File: src/rtl/itdas_pkg.sv
package itdas_pkg;

   localparam int unsigned PERIOD_W = 26;
   localparam int unsigned TIME_W   = 32;
   localparam int unsigned OFFSET_W = 16;
   localparam int unsigned THRESH_W = 8;

   localparam logic [9:0] MS_PER_S = 10'd1000;

   localparam logic [1:0] MODE_A_OFFSET = 2'd1;
   localparam logic [1:0] MODE_B_OFFSET = 2'd2;

   localparam logic [1:0] CSR_IR_THRESHOLD  = 2'd0;
   localparam logic [1:0] CSR_ON_PERIOD_S   = 2'd1;
   localparam logic [1:0] CSR_FULL_PERIOD_S = 2'd2;
   localparam logic [1:0] CSR_DELAY_MS      = 2'd3;

   typedef struct packed {
      logic                armed;
      logic                running;
      logic [TIME_W-1:0]   start_time;
      logic                first_is_b;
      logic [OFFSET_W-1:0] active_offset;
      logic                drive_a;
      logic                drive_b;
   } seq_state_type;

   typedef struct packed {
      logic [THRESH_W-1:0] ir_threshold;
      logic [PERIOD_W-1:0] on_ms;
      logic [PERIOD_W-1:0] full_ms;
      logic [OFFSET_W-1:0] delay_ms;
   } seq_cfg_type;

endpackage

File: src/rtl/ir_triggered_dual_actuator_sequencer.sv
// ir-triggered dual actuator sequencer, one tentacle
//
// req channel: one beat per tick carrying the time in ms, an ir sample and
// the mode. rsp channel: one beat per req beat with both drive levels and
// the busy flag, taken after that tick's update.
// csr port: write-only registers, one write per clock when csr_wen is high
// (0 ir threshold, 1 on period s, 2 full period s, 3 delay ms). periods are
// scaled to ms in the csr register, so a write takes effect from the next clock.
// a req beat goes from the input register to the result register (rsp_tvalid).
// throughput: one beat per clock while rsp_tready stays high; the input
// register feeds the sequencing logic, which updates its state and loads
// the result register in the same clock.
// when rsp_tready is low the result register holds its beat, the input
// register takes one more beat and then req_tready drops until rsp drains.
// reset: synchronous, clears both registers' valid flags, disarms, stops
// any cycle, switches both drives off and loads the register defaults
// (threshold 128, on 3 s, full 10 s, delay 0).
module ir_triggered_dual_actuator_sequencer
   import itdas_pkg::*;
(
   input  logic        clock,
   input  logic        reset,
   input  logic        req_tvalid,
   output logic        req_tready,
   input  logic [47:0] req_tdata,   // now_ms[31:0], ir_level[39:32], mode[41:40]
   output logic        rsp_tvalid,
   input  logic        rsp_tready,
   output logic [7:0]  rsp_tdata,   // drive_a[0], drive_b[1], busy_res[2]
   input  logic        csr_wen,
   input  logic [1:0]  csr_addr,
   input  logic [15:0] csr_wdata
);

   seq_cfg_type         cfg_ff;
   seq_cfg_type         cfg_in;
   seq_state_type       state_ff;
   seq_state_type       state_in;

   logic                in_valid_ff;
   logic [TIME_W-1:0]   in_now_ff;
   logic [THRESH_W-1:0] in_ir_ff;
   logic [1:0]          in_mode_ff;

   logic                out_valid_ff;
   logic [2:0]          out_data_ff;

   logic                advance;
   logic                req_take;

   assign advance    = in_valid_ff && (!out_valid_ff || rsp_tready);
   assign req_tready = !in_valid_ff || advance;
   assign req_take   = req_tvalid && req_tready;

   // csr writes, periods stored in ms
   always_comb begin
      cfg_in = cfg_ff;
      if (csr_wen) begin
         case (csr_addr)
            CSR_IR_THRESHOLD:  cfg_in.ir_threshold = csr_wdata[THRESH_W-1:0];
            CSR_ON_PERIOD_S:   cfg_in.on_ms   = PERIOD_W'(csr_wdata) * PERIOD_W'(MS_PER_S);
            CSR_FULL_PERIOD_S: cfg_in.full_ms = PERIOD_W'(csr_wdata) * PERIOD_W'(MS_PER_S);
            CSR_DELAY_MS:      cfg_in.delay_ms = csr_wdata;
            default:           cfg_in = cfg_ff;
         endcase
      end
   end

   always_ff @(posedge clock) begin
      if (reset) begin
         cfg_ff.ir_threshold <= 8'd128;
         cfg_ff.on_ms        <= PERIOD_W'(3000);
         cfg_ff.full_ms      <= PERIOD_W'(10000);
         cfg_ff.delay_ms     <= '0;
      end else begin
         cfg_ff <= cfg_in;
      end
   end

   itdas_core u_core (
      .state      (state_ff),
      .cfg        (cfg_ff),
      .now_ms     (in_now_ff),
      .ir_level   (in_ir_ff),
      .mode       (in_mode_ff),
      .state_next (state_in)
   );

   always_ff @(posedge clock) begin
      if (reset) begin
         in_valid_ff  <= 1'b0;
         out_valid_ff <= 1'b0;
         state_ff     <= '0;
      end else begin
         if (req_take) begin
            in_valid_ff <= 1'b1;
         end else if (advance) begin
            in_valid_ff <= 1'b0;
         end
         if (advance) begin
            out_valid_ff <= 1'b1;
            state_ff     <= state_in;
         end else if (rsp_tready) begin
            out_valid_ff <= 1'b0;
         end
      end
   end

   // payload registers
   always_ff @(posedge clock) begin
      if (req_take) begin
         in_now_ff  <= req_tdata[31:0];
         in_ir_ff   <= req_tdata[39:32];
         in_mode_ff <= req_tdata[41:40];
      end
      if (advance) begin
         out_data_ff <= {state_in.running, state_in.drive_b, state_in.drive_a};
      end
   end

   assign rsp_tvalid = out_valid_ff;
   assign rsp_tdata  = {5'b0, out_data_ff};

   a_state_holds: assert property (@(posedge clock) disable iff (reset)
      !advance |=> $stable(state_ff))
      else $error("sequencer state changed without a beat moving");

   a_start_latch: assert property (@(posedge clock) disable iff (reset)
      advance && !state_ff.running && state_in.running
      |=> state_ff.start_time == $past(in_now_ff))
      else $error("start time not taken from the starting beat");

   a_in_hold: assert property (@(posedge clock) disable iff (reset)
      in_valid_ff && !advance |=> in_valid_ff && $stable(in_now_ff))
      else $error("held input beat lost or overwritten");

   a_busy_match: assert property (@(posedge clock) disable iff (reset)
      advance |=> out_data_ff[2] == state_ff.running)
      else $error("busy flag differs from running state");

endmodule

File: src/rtl/itdas_core.sv
module itdas_core
   import itdas_pkg::*;
(
   input  seq_state_type       state,
   input  seq_cfg_type         cfg,
   input  logic [TIME_W-1:0]   now_ms,
   input  logic [THRESH_W-1:0] ir_level,
   input  logic [1:0]          mode,
   output seq_state_type       state_next
);

   logic [TIME_W-1:0] elapsed;
   logic [TIME_W-1:0] on_ms_ext;
   logic [TIME_W-1:0] full_off;
   logic [TIME_W-1:0] on_off;
   logic [TIME_W-1:0] offset_ext;

   assign elapsed    = now_ms - state.start_time;
   assign on_ms_ext  = {{(TIME_W-PERIOD_W){1'b0}}, cfg.on_ms};
   assign offset_ext = {{(TIME_W-OFFSET_W){1'b0}}, state.active_offset};
   assign full_off   = {{(TIME_W-PERIOD_W){1'b0}}, cfg.full_ms} + offset_ext;
   assign on_off     = on_ms_ext + offset_ext;

   always_comb begin
      state_next = state;
      if (ir_level > cfg.ir_threshold) begin
         state_next.armed = 1'b1;
      end
      if (state_next.armed) begin
         if (!state.running) begin
            state_next.first_is_b    = (mode == MODE_B_OFFSET);
            state_next.active_offset = (mode == MODE_A_OFFSET || mode == MODE_B_OFFSET)
                                       ? cfg.delay_ms : '0;
            state_next.running       = 1'b1;
            state_next.start_time    = now_ms;
            if (mode == MODE_B_OFFSET) begin
               state_next.drive_b = 1'b1;
            end else begin
               state_next.drive_a = 1'b1;
            end
         end else if (elapsed > full_off) begin
            state_next.running = 1'b0;
            state_next.armed   = 1'b0;
         end else if (elapsed > on_off) begin
            state_next.drive_a = 1'b0;
            state_next.drive_b = 1'b0;
         end else if (elapsed > on_ms_ext) begin
            if (state.first_is_b) begin
               state_next.drive_b = 1'b0;
            end else begin
               state_next.drive_a = 1'b0;
            end
         end else if (elapsed > offset_ext) begin
            if (state.first_is_b) begin
               state_next.drive_a = 1'b1;
            end else begin
               state_next.drive_b = 1'b1;
            end
         end
      end
   end

endmodule

File: config.mk
export PLATFORM = sky130hd
export DESIGN_NAME = ir_triggered_dual_actuator_sequencer
export DESIGN_NICKNAME = d
export VERILOG_FILES = /design/src/rtl/itdas_pkg.sv /design/src/rtl/ir_triggered_dual_actuator_sequencer.sv /design/src/rtl/itdas_core.sv
export SDC_FILE = /design/constraint.sdc
export NUM_CORES = 1
export LEC_CHECK = 0
export ABC_AREA = 1
export BUFFER_PORTS_ARGS = -buffer_cell sky130_fd_sc_hd__buf_4
export CORE_ASPECT_RATIO = 0.6
export CORE_MARGIN = 1
export CORE_UTILIZATION = 62
export CTS_CLUSTER_DIAMETER = 60
export DETAILED_ROUTE_END_ITERATION = 16
export GPL_ROUTABILITY_DRIVEN = 0
export PLACE_DENSITY = 0.81
export SLEW_MARGIN = 25
export SYNTH_ARGS = -nofsm -noshare
export SYNTH_HDL_FRONTEND = slang
export SYNTH_SLANG_ARGS = --single-unit
export TNS_END_PERCENT = 100
File: constraint.sdc
create_clock -name clock -period 7.3 [get_ports clock]
set_input_delay 1.825 -clock clock [delete_from_list [all_inputs] [get_ports clock]]
set_output_delay 1.825 -clock clock [all_outputs]
set_load 0.05 [all_outputs]
==> impl_metrics.ini <==
[critical_path]
start_kind = input pin
end_kind = flop
regToRegSetupSlack_ps = 2190
crit_type = input pin to flop
cp.required_ps = 7660
worstReg2RegEnd = out_data_ff[1]
crit_fanout = 8
crit-reg2reg-launch = state_ff[6]
reg2reg_depth = 30
crit_arrival_ps = 6470

[synth]
ys_ff_latch = 170
synth_cell_type_count = 52
avgSynthCellArea_sq_um = 7.67
yosys.area.top_type = ha_1
synth_edf_count = 45
synth_flop_cell = dfxtp_1
ys_seq_area_share_pct = 26.5
synthCells = 1896
async_reset_ff_share_pct = 0
synth_area_sq_um = 14500
synth_area_leaders = ha_1 (17%), dfxtp_1 (17%), edfxtp_1 (9.3%), nand2_1 (8.5%), inv_1 (8.1%)
yosysWarningCount = 0
synth_top_cell_area_share_pct = 17.3

[grt]
overflow = 0
grt_pass1_wl_um = 59700
grt_max_degree = 56
grt_pass1_vias = 12386
track_usage_pct = 31.7
grt_antenna_before_repair = 0

[route]
vias_per_cell = 5.66
drtIter0Drc = 1412
drc = 0
totalWireLength_um = 36200
wl_per_cell_um = 15.9
dr.pass1.iters = 8
ant_nets = 0
vias = 12852

[worst_hold_path]
hold_path.class = flop to flop
hold_depth = 2
worstHoldStart = cfg_ff[5]
hold_end = cfg_ff[5]

[sta]
relSlewSlack_pct = 37.0
hold_viol = 0
tightest_slew_ps = 938
finalSetupViolCount = 0
period_share_pct = 83.8
drv_slew = 0
grt_setup_unrepaired = no
period_minus_slack_ps = 6120
holdWs_ps = 452
setup_tns_ps = 0
fmax_mhz = 164
skew_ps = 14.5

[floorplan]
core_area_sq_um = 22500
initial_utilization_pct = 64.6
die_h_um = 121
die_area_sq_um = 24100
die_w_um = 200
ioPinCount = 81
num_rows = 42

[clock_tree]
post_cts.repair.setup_buffers = 0
clk_pin_slew_ps = 70
cts_tree = built
clkLatencyLatePin_ps = 470
cts_num_sinks = 170
clockBufferDepth = 2
cts_resized = 0
htreeDepth = 4
cts_hold_buffers = 0
clockRootBuffer = clkbuf_16
cts_buffers = 17

[final_layout]
nets = 2280
diodes = 0
final_common_cell = nand2_1
layout-drive-gt1-share_pct = 8.20
syn_to_final_growth_pct = 9.55
layout_common_cells = nand2_1 (331), inv_1 (313), a21oi_1 (220)
final_area_sq_um = 15900

[outcome]
run_status = finished clean

[power]
ir_drop_mv = 0.223
static-leakage-power_nw = 7.54
powerDensity_nw_per_um2 = 261

[placed_design]
dp_hpwl_um = 28900
place_area_sq_um = 15300
port_buffers = 69

[flow_run]
drv_cap = 0
## area by class of cell
class                           instances  area [sq um]
Clock inverter                         15           174
Clock buffer                           17           425
Multi-Input combinational cell       1370          9340
Sequential cell                       170          3850
Timing Repair Buffer                   74           556
Inverter                              318          1190
Fill cell                            1805          6560
Tap cell                              308           385
## cell usage after synthesis (5+ instances only)
cell type / count
o21ai_0: 115
a21oi_1: 220
ha_1: 201
nand3_2: 7
fa_1: 57
nand2_1: 331
nand4_1: 21
inv_1: 314
o21ai_1: 7
nand3_1: 84
xor2_1: 55
buf_4: 5
clkbuf_1: 32
dfxtp_1: 125
nor2_1: 109
nand2_2: 21
edfxtp_1: 45
xnor2_1: 21
nor2_2: 7
nor3_1: 16
a211oi_1: 17
buf_1: 5
nand3b_1: 7
o211ai_1: 12
o21bai_1: 9
## registers in the layout (all words and copies together), names as in the netlist
signal       count
rsp_tvalid       1
in_mode_ff       2
in_now_ff       32
in_valid_ff      1
out_data_ff      3
in_ir_ff         8
state_ff        53
cfg_ff          70
## through the flow
step                      util [%]  total power [mW]  std cells  worst slack, ps
after detailed placement      68.1              3.20       2240              761
after global placement        68.1              3.11       2240              924
after global routing          70.8              4.50       2272              953
after floorplan                  -              2.66       1900             1430
final                         70.8              4.16       2272             1180
after CTS                     70.8              4.14       2272             1280
## per-layer routing
layer / vias up / GRT usage (%) / part of all wire [%] / routed length [um]
met1: 5952 / 44.8 / 47 / 17200
met5: - / 0 / 0 / 0
met4: 0 / 8.78 / 1.6 / 579
li1: 6363 / - / - / -
met3: 62 / 9.60 / 9.9 / 3580
met2: 475 / 46.6 / 41 / 14900
## where the power goes
| part | switching, mW | internal (mW) |
|---|---|---|
| Clock | 0.438 | 0.489 |
| Sequential | 0.0399 | 1.04 |
| Combinational | 1.35 | 0.801 |
## logic make-up (layout without fill, tap and decap cells)
logic type / after synthesis / count (layout) / synth area share (%)
simple gates: 620 / 620 / 18.8
compound gates: 411 / 411 / 15.5
buf+inv: 360 / 424 / 9.42
fa+ha+maj: 258 / 258 / 25.1
flops: 170 / 170 / 26.5
xor+xnor: 76 / 76 / 4.58
other cells: 1 / 5 / 0.0258
## worst max-delay path: stages
cell and delay, ps:
buf_4 150, fa_1 560, inv_1 60, fa_1 480
fa_1 520, inv_1 50, fa_1 450, ha_1 370
a21oi_1 230, o21bai_1 150, nand2_1 90, o211ai_1 130
a31oi_1 290, o21ai_0 190, nand2_1 90, nand2_1 50
a21oi_1 210, o21ai_0 140, xor2_1 190, o21ai_0 190
inv_1 50
## worst max path at each step
stage	startpoint	end
floorplan	csr_wdata[0]	cfg_ff[41]
global placement	csr_wdata[0]	cfg_ff[38]
detailed placement	csr_wdata[0]	cfg_ff[64]
CTS	csr_wdata[0]	cfg_ff[64]
global route	csr_wdata[0]	cfg_ff[64]
finish	csr_wdata[0]	cfg_ff[64]
No activity file was read; power rests on OpenSTA's default activity.
